--- src/hw/rtl/rht_pkg.sv ---
// ----------------------------------------------------------------------------
// rht_pkg
// Shared types, constants and helpers of the remote health tracker.
// ----------------------------------------------------------------------------
`timescale 1ns / 1ps
`default_nettype none

package rht_pkg;

    localparam int REMOTES    = 16;
    localparam int COUNT_BITS = 8;
    localparam int IDX_BITS   = (REMOTES > 1) ? $clog2(REMOTES) : 1;

    localparam int THR_BITS      = 8;
    localparam int CFG_IDX_BITS  = 1;
    localparam int REPORT_BITS   = 8;

    // register indexes
    localparam logic [CFG_IDX_BITS-1:0] REG_UP_THRESHOLD   = 1'd0;
    localparam logic [CFG_IDX_BITS-1:0] REG_DOWN_THRESHOLD = 1'd1;

    localparam logic [THR_BITS-1:0] UP_THRESHOLD_RESET   = 8'd1;
    localparam logic [THR_BITS-1:0] DOWN_THRESHOLD_RESET = 8'd3;

    // DNS checks
    localparam logic [7:0]  RCODE_MASK     = 8'h0F;
    localparam logic [15:0] DNS_HEADER_MIN = 16'd12;

    localparam logic KIND_RESPONSE = 1'b0;
    localparam logic KIND_TIMEOUT  = 1'b1;

    localparam logic [COUNT_BITS-1:0] COUNT_TOP = {COUNT_BITS{1'b1}};

    typedef struct packed {
        logic        kind;
        logic [3:0]  remote;
        logic        payload_ok;
        logic [15:0] dns_length;
        logic [7:0]  dns_flags_low;
        logic [15:0] answer_count;
    } probe_t;

    typedef struct packed {
        logic [3:0]             remote_id;
        logic                   probe_ok;
        logic                   remote_up;
        logic                   went_up;
        logic                   went_down;
        logic [REPORT_BITS-1:0] success_run;
        logic [REPORT_BITS-1:0] failure_run;
    } status_t;

    // one word of the per-remote state table
    typedef struct packed {
        logic                  up;
        logic [COUNT_BITS-1:0] fail_run;
        logic [COUNT_BITS-1:0] succ_run;
    } entry_t;

    localparam entry_t ENTRY_RESET = '{up: 1'b1, fail_run: '0, succ_run: '0};

    // decoded probe held while the table read is in flight
    typedef struct packed {
        logic [3:0] remote;
        logic       ok;
        logic       in_range;
    } probe_ctx_t;

    function automatic logic [COUNT_BITS-1:0] bump(input logic [COUNT_BITS-1:0] v);
        return (v == COUNT_TOP) ? COUNT_TOP : v + 1'b1;
    endfunction

    function automatic logic [REPORT_BITS-1:0] report_run(input logic [COUNT_BITS-1:0] v);
        logic [31:0] w;
        w = 32'(v);
        return (w > 32'd255) ? {REPORT_BITS{1'b1}} : w[REPORT_BITS-1:0];
    endfunction

endpackage

`default_nettype wire

--- src/hw/rtl/rht_state_ram.sv ---
// ----------------------------------------------------------------------------
// rht_state_ram
// Per-remote state table: one write port, one registered read port.
// Entries not yet written read as the reset state.
// ----------------------------------------------------------------------------
`timescale 1ns / 1ps
`default_nettype none

module rht_state_ram (
    input  wire logic                         clk,
    input  wire logic                         rst_n,
    input  wire logic                         rd_en,
    input  wire logic [rht_pkg::IDX_BITS-1:0] rd_addr,
    output rht_pkg::entry_t                   rd_data,
    input  wire logic                         wr_en,
    input  wire logic [rht_pkg::IDX_BITS-1:0] wr_addr,
    input  wire rht_pkg::entry_t              wr_data
);

    rht_pkg::entry_t                ram_reg [rht_pkg::REMOTES];
    logic [rht_pkg::REMOTES-1:0]    vld_reg;
    rht_pkg::entry_t                rd_word_reg;
    logic                           rd_vld_reg;

    always_ff @(posedge clk)
    begin
        if (wr_en)
        begin
            ram_reg[wr_addr] <= wr_data;
        end
        if (rd_en)
        begin
            rd_word_reg <= ram_reg[rd_addr];
        end
    end

    always_ff @(posedge clk or negedge rst_n)
    begin
        if (!rst_n)
        begin
            vld_reg    <= '0;
            rd_vld_reg <= 1'b0;
        end
        else
        begin
            if (wr_en)
            begin
                vld_reg[wr_addr] <= 1'b1;
            end
            if (rd_en)
            begin
                rd_vld_reg <= vld_reg[rd_addr];
            end
        end
    end

    assign rd_data = rd_vld_reg ? rd_word_reg : rht_pkg::ENTRY_RESET;

endmodule

`default_nettype wire

--- src/hw/rtl/rht_update.sv ---
// ----------------------------------------------------------------------------
// rht_update
// Read-modify step: run counters, up/down decision and the status word.
// ----------------------------------------------------------------------------
`timescale 1ns / 1ps
`default_nettype none

module rht_update (
    input  wire rht_pkg::probe_ctx_t           ctx,
    input  wire rht_pkg::entry_t               cur,
    input  wire logic [rht_pkg::THR_BITS-1:0]  up_limit,
    input  wire logic [rht_pkg::THR_BITS-1:0]  down_limit,
    output rht_pkg::entry_t                    nxt,
    output rht_pkg::status_t                   result
);

    logic went_up;
    logic went_down;

    always_comb
    begin
        nxt       = cur;
        went_up   = 1'b0;
        went_down = 1'b0;
        if (ctx.ok)
        begin
            nxt.fail_run = '0;
            nxt.succ_run = rht_pkg::bump(cur.succ_run);
            if (!cur.up && (32'(nxt.succ_run) >= 32'(up_limit)))
            begin
                nxt.up  = 1'b1;
                went_up = 1'b1;
            end
        end
        else
        begin
            nxt.succ_run = '0;
            nxt.fail_run = rht_pkg::bump(cur.fail_run);
            if (cur.up && (32'(nxt.fail_run) >= 32'(down_limit)))
            begin
                nxt.up    = 1'b0;
                went_down = 1'b1;
            end
        end

        result.remote_id = ctx.remote;
        result.probe_ok  = ctx.ok;
        if (ctx.in_range)
        begin
            result.remote_up   = nxt.up;
            result.went_up     = went_up;
            result.went_down   = went_down;
            result.success_run = rht_pkg::report_run(nxt.succ_run);
            result.failure_run = rht_pkg::report_run(nxt.fail_run);
        end
        else
        begin
            result.remote_up   = 1'b0;
            result.went_up     = 1'b0;
            result.went_down   = 1'b0;
            result.success_run = '0;
            result.failure_run = '0;
        end
    end

endmodule

`default_nettype wire

--- src/hw/rtl/remote_health_tracker_core.sv ---
// ----------------------------------------------------------------------------
// remote_health_tracker_core
// Tracks success/failure runs and the up flag of each remote from probe
// outcomes; one status transfer per probe transfer.
// ----------------------------------------------------------------------------
//  channel | ports                              | role
//  probe   | probe_valid, probe_stall, probe    | probe outcome in
//  status  | status_valid, status_stall, status | per-probe status out
//  config  | cfg_we, cfg_index, cfg_data        | threshold writes
//
//  Per probe: table read on the transfer edge, update and write-back when
//  the status register can take the result. A new probe waits until then.
//  probe_stall is high while a probe waits on its table read or on a full,
//  stalled status register; one status may wait while the next probe reads.
//  Reset clears table valid bits at once; no clearing pass, entries read
//  as counters zero and remote up.
// ----------------------------------------------------------------------------
`timescale 1ns / 1ps
`default_nettype none

module remote_health_tracker_core (
    input  wire logic                             clk,
    input  wire logic                             rst_n,
    input  wire logic                             probe_valid,
    output logic                                  probe_stall,
    input  wire rht_pkg::probe_t                  probe,
    output logic                                  status_valid,
    input  wire logic                             status_stall,
    output rht_pkg::status_t                      status,
    input  wire logic                             cfg_we,
    input  wire logic [rht_pkg::CFG_IDX_BITS-1:0] cfg_index,
    input  wire logic [rht_pkg::THR_BITS-1:0]     cfg_data
);

    logic [rht_pkg::THR_BITS-1:0] up_thr_reg;
    logic [rht_pkg::THR_BITS-1:0] down_thr_reg;

    logic                 p1_valid_reg;
    logic                 p1_valid_next;
    rht_pkg::probe_ctx_t  p1_ctx_reg;
    rht_pkg::probe_ctx_t  p1_ctx_next;

    logic                 status_valid_reg;
    logic                 status_valid_next;
    rht_pkg::status_t     status_reg;

    logic                 accept;
    logic                 p1_done;
    rht_pkg::entry_t      cur_entry;
    rht_pkg::entry_t      nxt_entry;
    rht_pkg::status_t     result;

    assign probe_stall = p1_valid_reg;
    assign accept      = probe_valid && !probe_stall;
    assign p1_done     = p1_valid_reg && (!status_valid_reg || !status_stall);

    // decode the probe at the transfer
    always_comb
    begin
        p1_ctx_next.remote   = probe.remote;
        p1_ctx_next.in_range = (32'(probe.remote) < rht_pkg::REMOTES);
        p1_ctx_next.ok       = (probe.kind == rht_pkg::KIND_RESPONSE)
                               && probe.payload_ok
                               && (probe.dns_length >= rht_pkg::DNS_HEADER_MIN)
                               && ((probe.dns_flags_low & rht_pkg::RCODE_MASK) == 8'h00)
                               && (probe.answer_count != 16'd0);
    end

    always_comb
    begin
        p1_valid_next = p1_valid_reg;
        if (accept)
        begin
            p1_valid_next = 1'b1;
        end
        else if (p1_done)
        begin
            p1_valid_next = 1'b0;
        end

        status_valid_next = status_valid_reg;
        if (p1_done)
        begin
            status_valid_next = 1'b1;
        end
        else if (!status_stall)
        begin
            status_valid_next = 1'b0;
        end
    end

    always_ff @(posedge clk or negedge rst_n)
    begin
        if (!rst_n)
        begin
            up_thr_reg       <= rht_pkg::UP_THRESHOLD_RESET;
            down_thr_reg     <= rht_pkg::DOWN_THRESHOLD_RESET;
            p1_valid_reg     <= 1'b0;
            status_valid_reg <= 1'b0;
        end
        else
        begin
            if (cfg_we)
            begin
                case (cfg_index)
                    rht_pkg::REG_UP_THRESHOLD:   up_thr_reg   <= cfg_data;
                    rht_pkg::REG_DOWN_THRESHOLD: down_thr_reg <= cfg_data;
                    default: ;
                endcase
            end
            p1_valid_reg     <= p1_valid_next;
            status_valid_reg <= status_valid_next;
        end
    end

    always_ff @(posedge clk)
    begin
        if (accept)
        begin
            p1_ctx_reg <= p1_ctx_next;
        end
        if (p1_done)
        begin
            status_reg <= result;
        end
    end

    rht_state_ram u_ram (
        .clk     (clk),
        .rst_n   (rst_n),
        .rd_en   (accept),
        .rd_addr (rht_pkg::IDX_BITS'(probe.remote)),
        .rd_data (cur_entry),
        .wr_en   (p1_done && p1_ctx_reg.in_range),
        .wr_addr (rht_pkg::IDX_BITS'(p1_ctx_reg.remote)),
        .wr_data (nxt_entry)
    );

    rht_update u_update (
        .ctx        (p1_ctx_reg),
        .cur        (cur_entry),
        .up_limit   (up_thr_reg),
        .down_limit (down_thr_reg),
        .nxt        (nxt_entry),
        .result     (result)
    );

    assign status_valid = status_valid_reg;
    assign status       = status_reg;

`ifndef SYNTH
    a_accept_loads: assert property (@(posedge clk) disable iff (!rst_n)
        (probe_valid && !probe_stall) |=> p1_valid_reg)
        else $error("accepted probe not held for update");

    a_single_edge: assert property (@(posedge clk) disable iff (!rst_n)
        status_valid |-> !(status.went_up && status.went_down))
        else $error("went_up and went_down together");

    a_up_on_success: assert property (@(posedge clk) disable iff (!rst_n)
        (status_valid && status.went_up) |-> (status.remote_up && status.probe_ok))
        else $error("went_up without success or up flag");

    a_one_run: assert property (@(posedge clk) disable iff (!rst_n)
        status_valid |-> (status.success_run == 8'd0 || status.failure_run == 8'd0))
        else $error("success and failure runs both nonzero");
`endif

endmodule

`default_nettype wire

--- config.mk ---
export PLATFORM = sky130hd
export DESIGN_NAME = remote_health_tracker_core
export DESIGN_NICKNAME = d
export VERILOG_FILES = /design/src/hw/rtl/rht_pkg.sv /design/src/hw/rtl/rht_state_ram.sv /design/src/hw/rtl/rht_update.sv /design/src/hw/rtl/remote_health_tracker_core.sv
export SDC_FILE = /design/constraint.sdc
export NUM_CORES = 1
export LEC_CHECK = 0
export ABC_AREA = 1
export BUFFER_PORTS_ARGS = -buffer_cell sky130_fd_sc_hd__buf_2
export CORE_MARGIN = 2
export CORE_UTILIZATION = 42
export CTS_CLUSTER_DIAMETER = 60
export DETAILED_ROUTE_END_ITERATION = 10
export GPL_TIMING_DRIVEN = 0
export PLACE_DENSITY = 0.56
export SYNTH_ARGS = -nofsm -noshare
export SYNTH_HDL_FRONTEND = slang
export SYNTH_SLANG_ARGS = --single-unit
--- constraint.sdc ---
create_clock -name clk -period 4.3 [get_ports clk]
set_clock_uncertainty 0.2 [all_clocks]
set_input_delay 0.43 -clock clk [delete_from_list [all_inputs] [get_ports clk]]
set_output_delay 0.43 -clock clk [all_outputs]
set_load 0.005 [all_outputs]
# --- After elaboration in Yosys (flattened, before gate mapping) ---
# Memory sizes are Yosys's and may differ from the RTL's. A register that Yosys moved wholly into a read port is not among the register bits.
# Index checks and enable logic that the tools add are counted.
totals:
  reg_bits: 64
  ram_bits: 272
  in_bits: 60
  wordCells: 67
  mem_count: 1
classes:
  n_addsub: 2
  order_cmp: 6
  eq_ne: 3
  n_mux: 18
  bitwise_logic: 3
  n_reduce_logical: 19
memory_table:
  columns: ["name", "depth", "width", "read_ports", "rd_clocked_by_memory_dff", "wr", "line", "source"]
  rows:
  - ["u_ram.ram_reg", 16, 17, 1, 1, 1, "rht_state_ram.sv:20", "rht_pkg::entry_t ram_reg [rht_pkg::REMOTES];"]
op_table:
  columns: ["operator", "count"]
  rows:
  - ["$mux W17", 2]
  - ["$add A8 B1 Y8 const B", 2]
  - ["$eq A8 B8 Y1 const B", 2]
  - ["$ge A16 B4 Y1 const B", 1]
  - ["$ge A8 B8 Y1", 2]
  - ["$mux W8", 2]
  - ["$or A16 B16 Y16", 1]
  - ["$reduce_bool A16 Y1", 1]
  - ["$mux W1", 12]
  - ["$lt A4 B5 Y1 const B", 2]
  - ["$logic_and A1 B1 Y1", 9]
  - ["$logic_not A8 Y1", 1]
  - ["$bmux W1 S4", 1]
  - ["$demux W1 S4", 1]
  - ["$ge A4 B1 Y1 const B", 1]
  - ["$logic_not A1 Y1", 4]
  - ["$reduce_and A2 Y1", 2]
  - ["$ne A2 B1 Y1 const B", 1]
  - ["$not A1 Y1", 2]
  - ["$reduce_bool A2 Y1", 1]
  - ["$logic_or A1 B1 Y1", 1]

# --- Logic depth before layout (Yosys ltp) ---
depth:
  ltp_word: 7
  mapped_depth: 20
  ltp_nobuf: 18

# --- Hierarchy ---
# From an unflattened synthesis, not the netlist that was laid out.
unflattened:
  cells_unflattened: 1291
  area_unflattened_um2: 14960.6
modules_own_cells:
  columns: ["mod", "instances", "cells_per_inst", "area_per_inst_um2", "seq_area_each_um2"]
  rows:
  - ["rht_state_ram", 1, 943, 12146.6, 9103.7]
  - ["remote_health_tracker_core", 1, 148, 1745.4, 1325.0]
  - ["rht_update", 1, 200, 1068.5, 0.0]

# --- Worst setup path after synthesis ---
# No wires, ideal clock.
synth_path:
  path_type: "input port to flip-flop"
  from: "input status_stall"
  to: "memory u_ram.ram_reg[12][0] in the netlist's numbering (enable)"
  setup_ns: 0.391
  arrival_ns: 3.138
  setup_slack_ns: 0.571
  stages: 3
  path_cell_list: "a21oi_1 nand3_1 nor2_1"
synth_between:
  elab_chain_len: 5
synth_lines:
  columns: ["item", "line", "source"]
  rows:
  - ["from (decl)", "remote_health_tracker_core.sv:28", "input wire logic status_stall,"]
  - ["$logic_not A1 Y1", null, null]
  - ["$logic_or A1 B1 Y1", "remote_health_tracker_core.sv:55", "assign p1_done = p1_valid_reg && (!status_valid_reg || !status_stall);"]
  - ["$logic_and A1 B1 Y1", "remote_health_tracker_core.sv:55", null]
  - ["$mux W1", "rht_state_ram.sv:27", "if (wr_en)"]
  - ["$mux W1 (not written as such)", "rht_state_ram.sv:29", "ram_reg[wr_addr] <= wr_data;"]
  - ["to (decl)", "rht_state_ram.sv:20", null]
# No other way between the ends.

==> flow_summary.ini <==
[setup_path]
worst_setup_path_start_kind = register
cp_cell_sequence = buf_4 -> buf_2 -> nand2_1 -> inv_1 -> ha_1 -> nand2_1 -> nor2_2 -> nand2_1 -> inv_1 -> nand3_4 -> nand3_1 -> ha_1 -> a21oi_1 -> nor2_1 -> nor3_1 -> nand4_1 -> nand2_1
r2r_start = u_ram.rd_vld_reg$_DFFE_PN0P_
critPathMaxStageDelay_ps = 570
r2r-end = u_ram.ram_reg[12][16]$_DFFE_PP_
cpMaxStageDelayCell = nand2_1
r2r_slack_ps = 620
endpoint_kind = register
critPathMaxFanout = 17
critPathArrivalTime_ps = 3720
critPathTopFamily = simple AND/OR/NAND/NOR gates
critPathBufInv = 4
r2r_cells = 17
cpMostUsedCell = nand2_1
crit_required_ps = 4340
path_class = register to register

[clocking]
cts_root_buffer = clkbuf_16
clk_pin_slew_ps = 60
cts_tree = done
cts_resized = 0
cts_setup_buffers = 0
numCtsBuffers = 40
clock_sinks = 353
cts_hold_buf = 8
clockBufferDepth = 3
cts_htree_levels = 2
clock_latency_ps = 550

[run_status]
outcome = finished clean

[pwr]
switchingPower_w = 0.00205
power.leakage_nw = 6.53
combinationalPowerShare_pct = 11.1
seqPwrFrac_pct = 48.4
p_clk_share_pct = 40.5
ir_drop_uv = 313
power.internal_w = 0.00620
power.density_mw_per_mm2 = 468
swShare_pct = 24.9

[finish]
fin_nets = 1467
diodes = 0
design_area_sq_mm = 0.0176
layout_common_cells = edfxtp_1 (318), nor2_1 (230), o21ai_0 (171), nand2_1 (126), buf_2 (89)
fin_util_pct = 51.0
syn2layout_area_growth_pct = 19.8
mostFrequentLayoutCell = edfxtp_1
drive_gt1_share_pct = 16.6
largest_reg_flops = 272

[synth]
yosysWarnings = 0
synth.top_cell.area_share_pct = 65.0
yosysTopAreaCell = edfxtp_1
synthesis.area_sq_mm = 0.0147
seq_area_frac_synth_pct = 70.9
synth_nets = 1311
synthFlopType = edfxtp_1
ys_async_sr_fraction_pct = 9.92
synth_cell_types = 31
synth.top_cells.by_area = edfxtp_1 (65%), nor2_1 (6.4%), o21ai_0 (5.8%), dfrtp_1 (5.4%), o211ai_1 (3.5%)
synth_edf_count = 318
ys_seq_elements = 353
synthCells = 1233
synth.avg_cell_area_sq_um = 11.9

[hold_path]
holdPathStages = 3
hold_path_class = input port to register
min_from = cfg_data[1]
hold_path_end = down_thr_reg[1]$_DFFE_PN1P_

[timing]
fin_crit_sh_pct = 85.5
worstMarginPinSlew_ps = 1010
fmax_mhz = 272
slew_headroom_pct = 32.4
final-hold-violation-count = 0
finalSetupViolations = 0
slew_viol_final = 0
post-route-min-period_ps = 3680
rsz0062_at_grt = no

[floorplanning]
rows = 68
ios = 86
die_area_sq_mm = 0.0365
initial_core_util_pct = 42.6
die_w_um = 191
die_h_um = 191
core_area_sq_mm = 0.0345

[place]
port_buffers = 79
post_dp_cell_area_sq_mm = 0.0162
dp_hpwl_um = 28200
globalplace.congestion = 0.876

[routing]
wl_per_cell_um = 21.6
wl_um = 40500
ant_nets = 0
vias = 9964
drc = 0
drt_iter0_drc = 1153
first_pass_iters = 5
vias_per_cell = 5.31

[global_routing]
grt.overflow.total = 0
grt_antenna_before_repair = 1
grt_max_degree = 36
grt_pass1_wl_um = 59900
grtUsageTotal_pct = 22.5
grt_pass1_vias = 9439

[job]
drv_cap = 0
cell families after synthesis:
| family | share of synthesized area (%) |
|---|---|
| compound gates | 10.0 |
| simple gates | 12.9 |
| flops | 70.9 |
| buf+inv | 4.47 |
| xor+xnor | 0.119 |
| fa+ha+maj | 1.53 |
power by group through the flow:
stage	combinational [W]	clock (W)	sequential [W]
6_report	0.000919	0.00334	0.00399
5_1_grt	0.00102	0.00353	0.00400
4_1_cts	0.000924	0.00338	0.00399
3_5_place_dp	0.000915	0	0.00406
3_3_place_gp	0.000822	0	0.00407
2_1_floorplan	0.000479	0	0.00406
metrics by stage:
step / hold WS, ps / setup TNS [ps] / power [W] / setup slack, ps / instances
after floorplan: -65.6 / 0 / 0.00454 / 571 / 1233
after global placement: 240 / -296100 / 0.00489 / -1380 / 1767
after global routing: 17.6 / 0 / 0.00854 / 191 / 1876
after CTS: 4.05 / 0 / 0.00830 / 657 / 1876
after detailed placement: 244 / 0 / 0.00498 / 701 / 1794
final: 15.5 / 0 / 0.00825 / 623 / 1876
per-layer routing:
layer  wire, um  vias to the layer above  track usage (%)
met5          0                        -                0
met4       1080                        0             7.16
met3       2660                       57             3.14
met2      18700                      369             36.1
met1      18100                     4845             31.9
li1           -                     4693                -
cell usage after synthesis, types with 5 or more instances:
cell type / instances
buf_2: 10
nand4_1: 7
o211ai_1: 69
nand2_1: 126
a21oi_1: 12
buf_4: 10
nand3_1: 63
nor2_1: 250
a31oi_1: 5
ha_1: 18
inv_1: 75
dfrtp_1: 32
edfxtp_1: 318
o21ai_0: 171
buf_6: 8
clkbuf_1: 31
final cells by class:
type | instances | area [sq um]
clock buffer | 52 | 1120
timing repair buffer | 114 | 948
multi-input combinational | 740 | 3710
clock inverter | 22 | 179
inverter | 79 | 302
fill | 3008 | 16900
tap | 455 | 569
buffer | 61 | 355
sequential | 353 | 10400
worst max path at each step:
| stage | startpoint | to | slack (ps) | cells past startpoint |
|---|---|---|---|---|
| after global placement | status_stall | u_ram.ram_reg[12][11]$_DFFE_PP_ | -1380 | 4 |
| after floorplan | status_stall | u_ram.ram_reg[12][0]$_DFFE_PP_ | 570 | 3 |
| after CTS | u_ram.rd_vld_reg$_DFFE_PN0P_ | u_ram.ram_reg[12][16]$_DFFE_PP_ | 660 | 17 |
| after global routing | u_ram.rd_vld_reg$_DFFE_PN0P_ | u_ram.ram_reg[13][16]$_DFFE_PP_ | 190 | 17 |
| after detailed placement | u_ram.rd_vld_reg$_DFFE_PN0P_ | u_ram.ram_reg[13][16]$_DFFE_PP_ | 700 | 17 |
| final | u_ram.rd_vld_reg$_DFFE_PN0P_ | u_ram.ram_reg[12][16]$_DFFE_PP_ | 620 | 17 |
worst register-to-register path: stages, from the launching register on:
cell	delay, ps
dfrtp_1	330
buf_4	160
buf_2	240
nand2_1	120
inv_1	70
ha_1	160
nand2_1	70
nor2_2	120
nand2_1	90
inv_1	130
nand3_4	150
nand3_1	160
ha_1	260
a21oi_1	150
nor2_1	60
nor3_1	180
nand4_1	130
nand2_1	570
Power figures use the tool's default switching activity.
